==> config.mk <==
export PLATFORM = sky130hd
export DESIGN_NAME = cobs_packet_deframer_core_flat
export DESIGN_NICKNAME = d
export VERILOG_FILES = /design/src/hdl/cpd_pkg.sv /design/src/hdl/cpd_rx_if.sv /design/src/hdl/cpd_res_if.sv /design/src/hdl/cobs_packet_deframer_core.sv /design/src/hdl/cpd_front.sv /design/src/hdl/cpd_cmd_fifo.sv /design/src/hdl/cpd_back.sv /design/src/flat_wrapper.sv
export SDC_FILE = /design/constraint.sdc
export NUM_CORES = 1
export LEC_CHECK = 0
export BUFFER_PORTS_ARGS = -buffer_cell sky130_fd_sc_hd__buf_2
export CORE_ASPECT_RATIO = 1.75
export CORE_UTILIZATION = 55
export CTS_BUF_LIST = sky130_fd_sc_hd__clkbuf_16
export DETAILED_ROUTE_END_ITERATION = 10
export GPL_ROUTABILITY_DRIVEN = 0
export GPL_TIMING_DRIVEN = 0
export PLACE_DENSITY_LB_ADDON = 0.08
export SYNTH_ARGS = -nofsm -noshare
export SYNTH_HDL_FRONTEND = slang
export SYNTH_SLANG_ARGS = --single-unit
==> constraint.sdc <==
create_clock -name clk -period 2.4 [get_ports clk]
set_input_delay 0.48 -clock clk [delete_from_list [all_inputs] [get_ports clk]]
set_output_delay 0.48 -clock clk [all_outputs]
set_load 0.05 [all_outputs]
==> src/hdl/cpd_pkg.sv <==
// Shared types and constants of the COBS packet deframer.
`default_nettype none

package cpd_pkg;

    // Result kinds on the output channel.
    localparam logic [1:0] KIND_DATA   = 2'd0;
    localparam logic [1:0] KIND_STATUS = 2'd1;
    localparam logic [1:0] KIND_REPLY  = 2'd2;

    // Reply bytes: ack is 0,2,1 and nack is 0,1,1.
    localparam logic [7:0] REPLY_HEAD     = 8'd0;
    localparam logic [7:0] REPLY_ACK_MID  = 8'd2;
    localparam logic [7:0] REPLY_NACK_MID = 8'd1;
    localparam logic [7:0] REPLY_TAIL     = 8'd1;

    // COBS code byte of a full block, which carries no implied zero.
    localparam logic [7:0] CODE_FULL = 8'hFF;

    // Depth of the command queue between front and back.
    localparam int CMD_DEPTH = 4;
    localparam int CMD_PTR_W = 2;
    localparam int CMD_CNT_W = 3;

    // One command from the front: a decoded byte or the close of a frame.
    typedef struct packed {
        logic       frame_end;
        logic       nack;
        logic       ok;
        logic [7:0] value;
        logic [7:0] length;
    } cmd_t;

endpackage

`default_nettype wire

==> src/hdl/cpd_rx_if.sv <==
// Handshake channel that carries received bytes into the deframer.
`default_nettype none

interface cpd_rx_if;
    logic       valid;
    logic       ready;
    logic [7:0] rx_byte;

    modport source (output valid, output rx_byte, input ready);
    modport sink (input valid, input rx_byte, output ready);
endinterface

`default_nettype wire

==> src/hdl/cpd_res_if.sv <==
// Handshake channel that carries result items out of the deframer.
`default_nettype none

interface cpd_res_if;
    logic       valid;
    logic       ready;
    logic [1:0] kind;
    logic [7:0] value;
    logic       packet_ok;
    logic [7:0] decoded_length;
    logic       last;

    modport source (output valid, output kind, output value, output packet_ok,
                    output decoded_length, output last, input ready);
    modport sink (input valid, input kind, input value, input packet_ok,
                  input decoded_length, input last, output ready);
endinterface

`default_nettype wire

==> src/hdl/cobs_packet_deframer_core.sv <==
// Top level of the COBS packet deframer.
// Received bytes enter on rx and are taken one per cycle while the four-entry
// command queue has room. A zero byte delimits frames; the bytes between are
// COBS-decoded as they arrive. A data result passes through the command queue
// and then the back end's output register, which holds it until res.ready. A
// delimiter that closes a frame gives four results: a status with packet_ok and
// decoded_length, then the ack reply 0,2,1. A frame longer than MAX_RAW_LENGTH
// raw bytes gives a bad status, the nack reply 0,1,1, and the receiver waits
// for the next delimiter. The result sequencer delivers one result per cycle
// while the consumer holds res.ready high; the sustained rate is set by that
// sequencer. Data items of a frame whose status is bad should be discarded by
// the consumer.
`default_nettype none

module cobs_packet_deframer_core #(
    parameter int MAX_RAW_LENGTH = 131
) (
    input  wire logic clk,
    input  wire logic rst_n,
    cpd_rx_if.sink    rx,
    cpd_res_if.source res
);
    import cpd_pkg::*;

    cmd_t front_cmd;
    logic front_cmd_valid;
    logic front_cmd_ready;
    cmd_t queue_cmd;
    logic queue_cmd_valid;
    logic queue_cmd_pop;

    cpd_front #(
        .MAX_RAW_LENGTH (MAX_RAW_LENGTH)
    ) u_front (
        .clk       (clk),
        .rst_n     (rst_n),
        .rx        (rx),
        .cmd       (front_cmd),
        .cmd_valid (front_cmd_valid),
        .cmd_ready (front_cmd_ready)
    );

    cpd_cmd_fifo u_queue (
        .clk       (clk),
        .rst_n     (rst_n),
        .in_valid  (front_cmd_valid),
        .in_cmd    (front_cmd),
        .in_ready  (front_cmd_ready),
        .out_valid (queue_cmd_valid),
        .out_cmd   (queue_cmd),
        .out_pop   (queue_cmd_pop)
    );

    cpd_back u_back (
        .clk       (clk),
        .rst_n     (rst_n),
        .cmd_valid (queue_cmd_valid),
        .cmd       (queue_cmd),
        .cmd_pop   (queue_cmd_pop),
        .res       (res)
    );

endmodule

`default_nettype wire

==> src/hdl/cpd_front.sv <==
// Front end: sync machine and on-the-fly COBS decoding into commands.
`default_nettype none

module cpd_front #(
    parameter int MAX_RAW_LENGTH = 131
) (
    input  wire logic          clk,
    input  wire logic          rst_n,
    cpd_rx_if.sink             rx,
    output cpd_pkg::cmd_t      cmd,
    output logic               cmd_valid,
    input  wire logic          cmd_ready
);
    import cpd_pkg::*;

    typedef enum logic [2:0] {
        MODE_UNSYNCED  = 3'b001,
        MODE_IN_ZEROS  = 3'b010,
        MODE_IN_PACKET = 3'b100
    } mode_t;

    localparam logic [7:0] MAX_RAW = 8'(MAX_RAW_LENGTH);

    mode_t      mode_reg, mode_next;
    logic [7:0] raw_count_reg, raw_count_next;
    logic [7:0] block_remaining_reg, block_remaining_next;
    logic       prev_code_full_reg, prev_code_full_next;
    logic [7:0] decoded_count_reg, decoded_count_next;
    logic       accept;
    logic       byte_zero;

    // A byte is taken whenever the queue has room for the command it may cause.
    assign rx.ready  = cmd_ready;
    assign accept    = rx.valid && cmd_ready;
    assign byte_zero = (rx.rx_byte == 8'd0);

    // Sync machine and block decoding.
    always_comb
    begin
        mode_next            = mode_reg;
        raw_count_next       = raw_count_reg;
        block_remaining_next = block_remaining_reg;
        prev_code_full_next  = prev_code_full_reg;
        decoded_count_next   = decoded_count_reg;
        cmd_valid            = 1'b0;
        cmd                  = '0;
        if (accept)
        begin
            case (mode_reg)
                MODE_IN_ZEROS:
                begin
                    if (!byte_zero)
                    begin
                        // The first nonzero byte is the frame's first code byte.
                        raw_count_next       = 8'd1;
                        decoded_count_next   = 8'd0;
                        block_remaining_next = rx.rx_byte - 8'd1;
                        prev_code_full_next  = (rx.rx_byte == CODE_FULL);
                        mode_next            = MODE_IN_PACKET;
                    end
                end
                MODE_IN_PACKET:
                begin
                    if (byte_zero)
                    begin
                        // Delimiter closes the frame and is acknowledged.
                        cmd_valid     = 1'b1;
                        cmd.frame_end = 1'b1;
                        cmd.ok        = (block_remaining_reg == 8'd0);
                        cmd.length    = decoded_count_reg;
                        mode_next     = MODE_IN_ZEROS;
                    end
                    else if (raw_count_reg >= MAX_RAW)
                    begin
                        // Frame too long: bad status, nack, and lose sync.
                        cmd_valid     = 1'b1;
                        cmd.frame_end = 1'b1;
                        cmd.nack      = 1'b1;
                        cmd.length    = decoded_count_reg;
                        mode_next     = MODE_UNSYNCED;
                    end
                    else
                    begin
                        raw_count_next = raw_count_reg + 8'd1;
                        if (block_remaining_reg != 8'd0)
                        begin
                            cmd_valid            = 1'b1;
                            cmd.value            = rx.rx_byte;
                            decoded_count_next   = decoded_count_reg + 8'd1;
                            block_remaining_next = block_remaining_reg - 8'd1;
                        end
                        else
                        begin
                            // New code byte; a short block before it implies a zero.
                            if (!prev_code_full_reg)
                            begin
                                cmd_valid          = 1'b1;
                                decoded_count_next = decoded_count_reg + 8'd1;
                            end
                            block_remaining_next = rx.rx_byte - 8'd1;
                            prev_code_full_next  = (rx.rx_byte == CODE_FULL);
                        end
                    end
                end
                default:
                begin
                    mode_next = byte_zero ? MODE_IN_ZEROS : MODE_UNSYNCED;
                end
            endcase
        end
    end

    always_ff @(posedge clk or negedge rst_n)
    begin
        if (!rst_n)
        begin
            mode_reg            <= MODE_UNSYNCED;
            raw_count_reg       <= 8'd0;
            block_remaining_reg <= 8'd0;
            prev_code_full_reg  <= 1'b0;
            decoded_count_reg   <= 8'd0;
        end
        else
        begin
            mode_reg            <= mode_next;
            raw_count_reg       <= raw_count_next;
            block_remaining_reg <= block_remaining_next;
            prev_code_full_reg  <= prev_code_full_next;
            decoded_count_reg   <= decoded_count_next;
        end
    end

endmodule

`default_nettype wire

==> src/hdl/cpd_cmd_fifo.sv <==
// Short command queue between the front end and the result sequencer.
`default_nettype none

module cpd_cmd_fifo (
    input  wire logic          clk,
    input  wire logic          rst_n,
    input  wire logic          in_valid,
    input  cpd_pkg::cmd_t      in_cmd,
    output logic               in_ready,
    output logic               out_valid,
    output cpd_pkg::cmd_t      out_cmd,
    input  wire logic          out_pop
);
    import cpd_pkg::*;

    cmd_t                 slot_reg [CMD_DEPTH];
    logic [CMD_PTR_W-1:0] wr_ptr_reg, rd_ptr_reg;
    logic [CMD_CNT_W-1:0] count_reg, count_next;
    logic                 push;
    logic                 pop;

    assign in_ready  = (count_reg != CMD_CNT_W'(CMD_DEPTH));
    assign out_valid = (count_reg != '0);
    assign out_cmd   = slot_reg[rd_ptr_reg];
    assign push      = in_valid && in_ready;
    assign pop       = out_pop && out_valid;

    always_comb
    begin
        count_next = count_reg;
        if (push && !pop)
        begin
            count_next = count_reg + 1'b1;
        end
        else if (pop && !push)
        begin
            count_next = count_reg - 1'b1;
        end
    end

    // Pointers and fill count.
    always_ff @(posedge clk or negedge rst_n)
    begin
        if (!rst_n)
        begin
            wr_ptr_reg <= '0;
            rd_ptr_reg <= '0;
            count_reg  <= '0;
        end
        else
        begin
            if (push)
            begin
                wr_ptr_reg <= wr_ptr_reg + 1'b1;
            end
            if (pop)
            begin
                rd_ptr_reg <= rd_ptr_reg + 1'b1;
            end
            count_reg <= count_next;
        end
    end

    // Queue storage.
    always_ff @(posedge clk)
    begin
        if (push)
        begin
            slot_reg[wr_ptr_reg] <= in_cmd;
        end
    end

    // The fill count stays within the queue depth.
    assert property (@(posedge clk) disable iff (!rst_n)
        count_reg <= CMD_CNT_W'(CMD_DEPTH))
        else $error("command queue count beyond depth");

    // A pop on an empty queue never changes the count downwards.
    assert property (@(posedge clk) disable iff (!rst_n)
        (count_reg == '0) && !in_valid |=> count_reg == '0)
        else $error("command queue count moved while empty");

    // The count rises by one on every push that comes without a pop.
    assert property (@(posedge clk) disable iff (!rst_n)
        push && !pop |=> count_reg == $past(count_reg) + 1'b1)
        else $error("command queue count missed a push");

endmodule

`default_nettype wire

==> src/hdl/cpd_back.sv <==
// Back end: expands commands into result items behind an output register.
`default_nettype none

module cpd_back (
    input  wire logic          clk,
    input  wire logic          rst_n,
    input  wire logic          cmd_valid,
    input  cpd_pkg::cmd_t      cmd,
    output logic               cmd_pop,
    cpd_res_if.source          res
);
    import cpd_pkg::*;

    typedef struct packed {
        logic [1:0] kind;
        logic [7:0] value;
        logic       packet_ok;
        logic [7:0] decoded_length;
        logic       last;
    } item_t;

    localparam logic [1:0] STEP_STATUS = 2'd0;
    localparam logic [1:0] STEP_FIRST  = 2'd1;
    localparam logic [1:0] STEP_MID    = 2'd2;
    localparam logic [1:0] STEP_LAST   = 2'd3;

    // Result item for a command at a given step of its expansion.
    function automatic item_t make_item(input cmd_t c, input logic [1:0] step);
        item_t it;
        it = '0;
        if (!c.frame_end)
        begin
            it.kind  = KIND_DATA;
            it.value = c.value;
            it.last  = 1'b1;
        end
        else
        begin
            case (step)
                STEP_STATUS:
                begin
                    it.kind           = KIND_STATUS;
                    it.packet_ok      = c.ok;
                    it.decoded_length = c.length;
                end
                STEP_FIRST:
                begin
                    it.kind  = KIND_REPLY;
                    it.value = REPLY_HEAD;
                end
                STEP_MID:
                begin
                    it.kind  = KIND_REPLY;
                    it.value = c.nack ? REPLY_NACK_MID : REPLY_ACK_MID;
                end
                default:
                begin
                    it.kind  = KIND_REPLY;
                    it.value = REPLY_TAIL;
                    it.last  = 1'b1;
                end
            endcase
        end
        return it;
    endfunction

    logic       out_valid_reg, out_valid_next;
    item_t      out_reg, out_next;
    logic       busy_reg, busy_next;
    logic [1:0] step_reg, step_next;
    cmd_t       cmd_reg, cmd_next;
    logic       out_free;

    assign out_free = !out_valid_reg || res.ready;

    // Sequencer: a frame close keeps the back busy for its reply bytes.
    always_comb
    begin
        out_valid_next = out_valid_reg;
        out_next       = out_reg;
        busy_next      = busy_reg;
        step_next      = step_reg;
        cmd_next       = cmd_reg;
        cmd_pop        = 1'b0;
        if (out_free)
        begin
            out_valid_next = 1'b0;
            if (busy_reg)
            begin
                out_valid_next = 1'b1;
                out_next       = make_item(cmd_reg, step_reg);
                step_next      = step_reg + 2'd1;
                busy_next      = (step_reg != STEP_LAST);
            end
            else if (cmd_valid)
            begin
                cmd_pop        = 1'b1;
                out_valid_next = 1'b1;
                out_next       = make_item(cmd, STEP_STATUS);
                if (cmd.frame_end)
                begin
                    busy_next = 1'b1;
                    cmd_next  = cmd;
                    step_next = STEP_FIRST;
                end
            end
        end
    end

    always_ff @(posedge clk or negedge rst_n)
    begin
        if (!rst_n)
        begin
            out_valid_reg <= 1'b0;
            busy_reg      <= 1'b0;
            step_reg      <= STEP_STATUS;
        end
        else
        begin
            out_valid_reg <= out_valid_next;
            busy_reg      <= busy_next;
            step_reg      <= step_next;
        end
    end

    // Payload registers.
    always_ff @(posedge clk)
    begin
        out_reg <= out_next;
        cmd_reg <= cmd_next;
    end

    assign res.valid          = out_valid_reg;
    assign res.kind           = out_reg.kind;
    assign res.value          = out_reg.value;
    assign res.packet_ok      = out_reg.packet_ok;
    assign res.decoded_length = out_reg.decoded_length;
    assign res.last           = out_reg.last;

    // A status item is always followed by its reply bytes.
    assert property (@(posedge clk) disable iff (!rst_n)
        res.valid && (res.kind == KIND_STATUS) |-> !res.last && busy_reg)
        else $error("status item without pending reply");

    // Only a frame close keeps the sequencer busy.
    assert property (@(posedge clk) disable iff (!rst_n)
        busy_reg |-> cmd_reg.frame_end)
        else $error("sequencer busy on a data command");

    // The queue is not drained while reply bytes are still going out.
    assert property (@(posedge clk) disable iff (!rst_n)
        busy_reg |-> !cmd_pop)
        else $error("command taken during a reply");

    // A data item is always the single result of its byte.
    assert property (@(posedge clk) disable iff (!rst_n)
        res.valid && (res.kind == KIND_DATA) |-> res.last && !res.packet_ok)
        else $error("malformed data item");

endmodule

`default_nettype wire
==> src/flat_wrapper.sv <==
// flat-port wrapper written by rule: the top's interface ports become plain ports
module cobs_packet_deframer_core_flat import cpd_pkg::*;
#(
    parameter int MAX_RAW_LENGTH = 131
)
  (clk, rst_n, rx_valid, rx_rx_byte, rx_ready, res_valid, res_kind, res_value, res_packet_ok, res_decoded_length, res_last, res_ready);
  cpd_rx_if rx_i ();
  cpd_res_if res_i ();
  input  wire logic clk;
  input  wire logic rst_n;
  input wire logic [$bits(rx_i.valid)-1:0] rx_valid;
  input wire logic [$bits(rx_i.rx_byte)-1:0] rx_rx_byte;
  output wire logic [$bits(rx_i.ready)-1:0] rx_ready;
  output wire logic [$bits(res_i.valid)-1:0] res_valid;
  output wire logic [$bits(res_i.kind)-1:0] res_kind;
  output wire logic [$bits(res_i.value)-1:0] res_value;
  output wire logic [$bits(res_i.packet_ok)-1:0] res_packet_ok;
  output wire logic [$bits(res_i.decoded_length)-1:0] res_decoded_length;
  output wire logic [$bits(res_i.last)-1:0] res_last;
  input wire logic [$bits(res_i.ready)-1:0] res_ready;
  assign rx_i.valid = rx_valid;
  assign rx_i.rx_byte = rx_rx_byte;
  assign rx_ready = rx_i.ready;
  assign res_valid = res_i.valid;
  assign res_kind = res_i.kind;
  assign res_value = res_i.value;
  assign res_packet_ok = res_i.packet_ok;
  assign res_decoded_length = res_i.decoded_length;
  assign res_last = res_i.last;
  assign res_i.ready = res_ready;
  cobs_packet_deframer_core #(.MAX_RAW_LENGTH(MAX_RAW_LENGTH)) u_core (.clk(clk), .rst_n(rst_n), .rx(rx_i), .res(res_i));
endmodule
==> results.md, run 1 <==
- Routed WL: 12300 µm
- CP required: approximately 2.7 ns
- Maximum VDD drop: 479 µV
- Total number of vias: 3948
- Reg-to-reg startpoint: u_core.u_front.block_remaining_reg[0]
- DR pass1 iterations: 8
- Crit path DAT: between 2 and 3 ns
- Worst setup SP type: input port
- Wire per inst: ~18 µm
- Reg-to-Reg End: u_core.u_queue.count_reg[2]
- Failing checks: design-rule violations, negative setup slack
- Ratio of final minimum period to clock period: 1.02
- Antenna diodes: 0
- F_max: 0.410 GHz
- Largest register FFs: 76
- Drc violations: 14
- Later-pin clock latency in the skew report: slightly above 0.4 ns
- Vias/cell: 5.91
- Antenna violations before repair: 0
- Setup TNS: -0.0377 ns
- Power Total: 7.29 mW
- Non-Filler Instances: approximately 670
- Clock-pin slew on the worst setup and hold paths: about 0.06 ns
- Setup-failing EPs final: 2
- RSZ-0062 raised after global routing: yes
- Syn Inst Count: 454
- Worst r2r path cells: 11
- Yosys Warn Count: 0
- Die height: roughly 150 µm
- Tmin final: 2.44 ns
- Die area: 12300 µm²
- Cell area after synthesis: 6510 µm²
- Most area-hungry cell type in the Yosys netlist: edfxtp_1
- Layout area overhead: 19.2%
- Proportion of layout cells with a drive suffix above 1: 0.295
- Fillers: between 800 and 900
- Reported max-cap violation count: 0
- Slew @ Worst Pin: 1.01 ns
- IO buf count: 32
- Synthesized net count: 483
- I/O pin cnt: 34
- Post-synthesis sequential area ratio: 0.639
- Most frequent cell after synthesis: edfxtp_1
- Rel. slew slack: 0.327
- Register bit total from synthesis: 145
- PnR worst setup slack: -0.0373 ns
- H-tree Lvls: 4
- Hold Vio Cnt, Final: 0
- Status: finished, violations left
- Nets: between 500 and 600
- Top post-synthesis cells by area: edfxtp_1, dfrtp_1, mux4_2
- Hold-fix buffer count after cts: 0
- Skew final: 0.00924 ns
- R2r setup slk: -0.01 ns
- Number of synthesized flops with an enable pin: 106
- HP Class: input port to asynchronous set/reset pin
- CTS root buf: clkbuf_16
- FP Rows: 52
- Util after Layout: 0.671
- CP max FO: 2
- Largest net degree at the start of global routing: 40
- Synth top area share: 0.489
- Global Route Usage Sum: 0.220
- Leakage: 2.85 nW
- Synth Area per Inst: around 14 µm²
- Clock buffer count from CTS: 17
- Commonest cells in the netlist: edfxtp_1, dfrtp_1, a21oi_1
- Placed Cells: about 620
- Critical path class: input port to flop
- Core area: 11600 µm²
- Post-DRT Antenna Nets: 0
- Initial core utilization: 0.562
- CTS tree: built
- Ys flop type: edfxtp_1
- Netlist cell types: 66
- Max Slew Vio Count: 0
- Total gr overflow: 0
- Number of global-route vias before repair: between 4000 and 5000
- Post-DP HPWL: 8340 µm
- Async set-reset flop share out of synthesis: 0.269
- Critical Path Sink Type: flop
- Worst hold margin: 0.232 ns
- Die W: ~84 µm
- First-pass GRT wire length: ~20000 µm
- Sinks on Clock Net: 145
- DRT iter0 DRCs: between 200 and 250
- PD cells: between 900 and 1000 nW/µm²
- Maximum clock insertion buffer count: 2
- Setup crit start: rx_rx_byte[3]
[cell families (layout without fill, tap and decap cells)]
logic type	count (synthesis)	after routing	synth area share
xor+xnor	13	13	0.0175
fa+ha+maj	17	17	0.0338
simple gates	136	136	0.120
mux	24	24	0.0743
compound gates	82	82	0.0912
buf+inv	37	116	0.0240
flops	145	145	0.639
[metal layers]
layer / wire (µm) / GRT usage
met3: 315 / 0.0522
met1: 4770 / 0.228
met2: 6860 / 0.408
met5: 0 / 0
met4: 342 / 0.105
[layout by cell type (no fill, tap or decap), types with 3 or more instances in the layout]
cell type	netlist	routed
buf_2	8	33
o21ai_1	1	5
ha_1	16	12
buf_4	0	18
o21ai_0	13	9
nand2_1	24	23
xor2_1	8	8
nor3_1	7	6
mux2i_1	3	3
inv_6	0	5
nor4_1	5	4
ha_4	0	3
nor2b_1	13	13
dfrtp_1	38	34
dfrtp_2	0	4
nor2_1	15	14
or3_1	9	9
nand3_1	9	9
inv_2	0	3
clkinvlp_4	0	4
nand2b_1	3	3
nand4_1	5	5
clkbuf_16	0	17
o31ai_1	5	5
a31oi_1	4	4
mux4_2	19	19
and2_1	16	11
a21oi_1	25	24
a22o_1	10	10
buf_6	1	5
inv_1	17	13
xnor2_1	5	5
and2_4	0	5
and3_1	8	8
edfxtp_1	106	106
bufinv_16	0	3
clkbuf_1	9	6
[where the power goes]
group,leakage (nW),switching [mW],internal (mW)
sequential,1.44,0.117,2.97
combinational,1.12,0.975,0.539
clock,0.290,1.04,1.65
total,2.85,2.13,5.16
[what timing repair did]
action                                  4_1_cts  5_1_grt
pin swaps                                    11        8
endpoints found under the hold margin         0        0
endpoints found under the setup margin      119      101
gates resized for setup                      27       21
buffers inserted                             15        2
[worst max-delay path by stage]
stage                                  end  slack (ns)  cells past startpoint
6_report       u_core.u_queue.count_reg[2]       -0.04                     11
4_1_cts        u_core.u_queue.count_reg[2]      -0.009                     11
5_1_grt        u_core.u_queue.count_reg[2]       -0.16                     11
2_1_floorplan  u_core.u_queue.count_reg[2]       -0.31                     11
3_3_place_gp   u_core.u_queue.count_reg[2]       -0.66                     13
3_5_place_dp   u_core.u_queue.count_reg[2]       -0.71                     13
[critical path, stage by stage]
cell and delay (ns):
buf_12 0.10, or4_4 0.57, nor2_4 0.16, nor2_4 0.06
a311oi_4 0.32, ha_2 0.27, inv_2 0.04, fa_2 0.34
xor2_1 0.15, nor2_1 0.12, xor2_1 0.15
[stage by stage]
step	instance area (µm²)	setup slack, ns
floorplan	6560	-0.309
global placement	6890	-0.660
detailed placement	6890	-0.711
CTS	7710	-0.00929
global route	7770	-0.157
finish	7770	-0.0373
[cell type report]
cell class                      instances  area, µm²  share of cell area
Clock inverter                         15        184              0.0237
Sequential cell                       145       4170               0.536
Inverter                               17       71.3             0.00918
Buffer                                 18        110              0.0142
Timing Repair Buffer                   49        307              0.0395
Multi-Input combinational cell        272       2340               0.301
Clock buffer                           17        425              0.0548
Tap cell                              135        169              0.0217
Power figures use the tool's default switching activity.
==> run 2: changes to the inputs <==
--- a/config.mk
+++ b/config.mk
@@ -15,4 +15,5 @@
 export PLACE_DENSITY_LB_ADDON = 0.08
 export SYNTH_ARGS = -nofsm -noshare
 export SYNTH_HDL_FRONTEND = slang
+export SYNTH_HIERARCHICAL = 1
 export SYNTH_SLANG_ARGS = --single-unit
==> constraint.sdc (replaced) <==
create_clock -name clk -period 2.4 [get_ports clk]
set_input_delay 0.12 -clock clk [delete_from_list [all_inputs] [get_ports clk]]
set_output_delay 0.12 -clock clk [all_outputs]
set_load 0.05 [all_outputs]
==> run 2 against run 1 <==
  * The flow still finishes with violations (design-rule violations, negative setup slack)
  * Total power down 25%
  * Cell area down 1.2%
  * Via count up 3.2%
  * Combinational power down 89%
  * Sequential share of layout area up 0.59 points
  * Critical endpoint is now u_core/u_queue/count_reg[1]
  * Highest routed layer unchanged
==> results.md, run 2 <==
- CP top delay family: simple AND/OR/NAND/NOR gates
- Slowest cell on the critical path: or4_4
- Top post-synthesis cells by area: edfxtp_1, dfrtp_1, mux4_2
- RSZ-0062 raised after global routing: yes
- Crit-path cells: or4_4 -> o21ai_4 -> and2_4 -> a41oi_2 -> a21boi_4 -> ha_4 -> inv_2 -> fa_1 -> mux2_4
- Routed WL: 12900 µm
- CTS root buf: clkbuf_16
- Total gr overflow: 0
- Clock-pin slew on the worst setup and hold paths: 0.06 ns
- Synthesized net count: 482
- Nets: 559
- Sinks on Clock Net: 145
- Number of global-route vias before repair: ~4100
- Largest register FFs: 76
- CP required: 2.69 ns
- Yosys Warn Count: 6
- Global Route Usage Sum: 0.220
- Switching share of power: 0.204
- Synth top area share: 0.494
- Worst setup SP type: flop
- Drc violations: 12
- Post-DRT Antenna Nets: 0
- Number of synthesized flops with an enable pin: 106
- Largest net degree at the start of global routing: 40
- Leakage: 3.00 nW
- WP buf/inv: 1
- Ratio of final minimum period to clock period: 1.07
- Clock buffer count from CTS: 17
- Register bit total from synthesis: between 100 and 150
- CTS tree: built
- Slew @ Worst Pin: 1.00 ns
- CP max FO: 2
- F_max: 0.389 GHz
- Sequential standard cell area: 4160 µm²
- Reg power frac: 0.492
- Maximum clock insertion buffer count: 2
- Failing checks: design-rule violations, negative setup slack
- Die height: between 100 and 150 µm
- FP Rows: 52
- Async set-reset flop share out of synthesis: 0.269
- Most frequent cell after synthesis: edfxtp_1
- IO buf count: 33
- Ys flop type: edfxtp_1
- Crit path DAT: 2.86 ns
- Post-synthesis sequential area ratio: 0.646
- HP Class: input port to flop
- Combinational share of power: 0.029
- Layout area overhead: 19.2%
- Critical Path Sink Type: flop
- Setup-failing EPs final: 3
- Cell area after synthesis: approximately 6400 µm²
- Syn Inst Count: 453
- DRT iter0 DRCs: 227
- Vias/cell: 6.01
- Clock share of power: 0.479
- Total number of vias: 4076
- Critical path class: flop to flop
- Hold Vio Cnt, Final: 0
- Initial core utilization: 0.559
- Post-DP HPWL: 8110 µm
- Commonest cells in the netlist: edfxtp_1, dfrtp_1, and2_1
- PD cells: 715 nW/µm²
- Proportion of layout cells with a drive suffix above 1: 0.265
- H-tree Lvls: 4
- Fillers: 803
- Placed Cells: between 600 and 700
- Reported max-cap violation count: 0
- Setup TNS: -0.244 ns
- Antenna diodes: 0
- Maximum VDD drop: 482 µV
- Commonest non-fill, non-tap cells in the layout: edfxtp_1, buf_2, dfrtp_1
- Status: finished, violations left
- Power Total: 5.49 mW
- PnR worst setup slack: -0.174 ns
- Biggest cell delay along the critical path: 0.56 ns
- Tmin final: 2.57 ns
- First-pass GRT wire length: 20300 µm
- Die W: 83.8 µm
- Core area: between 10000 and 15000 µm²
- Non-Filler Instances: 678
- Max Slew Vio Count: 0
- Internal Power: approximately 4.4 mW
- Later-pin clock latency in the skew report: 0.41 ns
- Netlist cell types: 59
- Rel. slew slack: 0.333
- Multi-input gate area: between 2000 and 2500 µm²
- DR pass1 iterations: 10
- Die area: around 12000 µm²
- Skew final: about 0.0085 ns
- Most common cell after layout, fill and taps aside: edfxtp_1
- Sw Pwr: 1.12 mW
- Antenna violations before repair: 0
- Synth Area per Inst: 14.2 µm²
- I/O pin cnt: 34
- Most area-hungry cell type in the Yosys netlist: edfxtp_1
- Wire per inst: 19.0 µm
## run 2: per-stage QoR
step	instance area, µm²	setup slack [ns]	utilization	hold slack, ns
5_1_grt	7680	-0.253	0.667	0.0424
4_1_cts	7580	-0.171	0.659	0.0191
6_report	7680	-0.174	0.667	0.0323
2_1_floorplan	6490	-0.185	-	-0.176
3_3_place_gp	6830	-0.729	0.593	0.329
3_5_place_dp	6830	-0.787	0.593	0.348
## run 2: final cells by class
class / instances / share of cell area
inverters: 14 / 0.00685
well taps: 135 / 0.0220
multi-input cells: 286 / 0.297
clock inverters: 15 / 0.0218
clock buffers: 17 / 0.0554
plain buffers: 13 / 0.0121
flip-flops and latches: 145 / 0.542
repair buffers: 53 / 0.0430
## run 2: final timing paths
check | from | to | slack (ns) | cells past startpoint
max reg2reg | u_core/u_front/raw_count_reg[2] | u_core/u_queue/count_reg[1] | -0.17 | 9
min in group asynchronous | rst_n | u_core/u_back/step_reg[1] | 0.42 | 2
min | rx_rx_byte[5] | u_core/u_front/prev_code_full_reg | 0.03 | 3
max | u_core/u_front/raw_count_reg[2] | u_core/u_queue/count_reg[1] | -0.17 | 9
min reg2reg | u_core/u_queue/count_reg[2] | u_core/u_queue/count_reg[2] | 0.54 | 1
max in group asynchronous | rst_n | u_core/u_queue/count_reg[2] | 1.29 | 2
## run 2: kinds of logic after synthesis
| family | synth area share |
|---|---|
| flip-flops | 0.646 |
| AND/OR/NAND/NOR | 0.120 |
| AO/OA/AOI/OAI | 0.0895 |
| buffers and inverters | 0.0219 |
| multiplexers | 0.0711 |
| adder cells (fa/ha/maj) | 0.0342 |
| XOR/XNOR | 0.0177 |
## run 2: repair_timing
action                     CTS  global route
buffers inserted            14             5
hold buffers                 1             0
setup endpoints to repair  124            89
hold endpoints to repair    38             0
pin swaps                    3             6
gates resized for setup     15             9
gates cloned                 0             5
## run 2: power groups by stage
stage	sequential, mW	combinational (mW)	clock [mW]
4_1_cts	2.70	0.161	2.66
2_1_floorplan	2.75	0.0925	0
3_3_place_gp	2.75	0.149	0
3_5_place_dp	2.75	0.156	0
5_1_grt	2.71	0.191	2.78
6_report	2.70	0.159	2.63
## run 2: worst reg2reg max path: cells and delay by family, from the launching register on
family,cells,cell delay (ns)
muxes,1,0.28
DFF,1,0.38
buffers and inverters,1,0.05
adders and majority gates,2,0.58
and+or+nand+nor,2,0.73
AOI/OAI and AO/OA,3,0.45
## run 2: layer usage
metal,global-route usage,part of all wire
met5,0,0
met2,0.406,0.56
met4,0.0966,0.036
met3,0.0512,0.029
met1,0.235,0.37
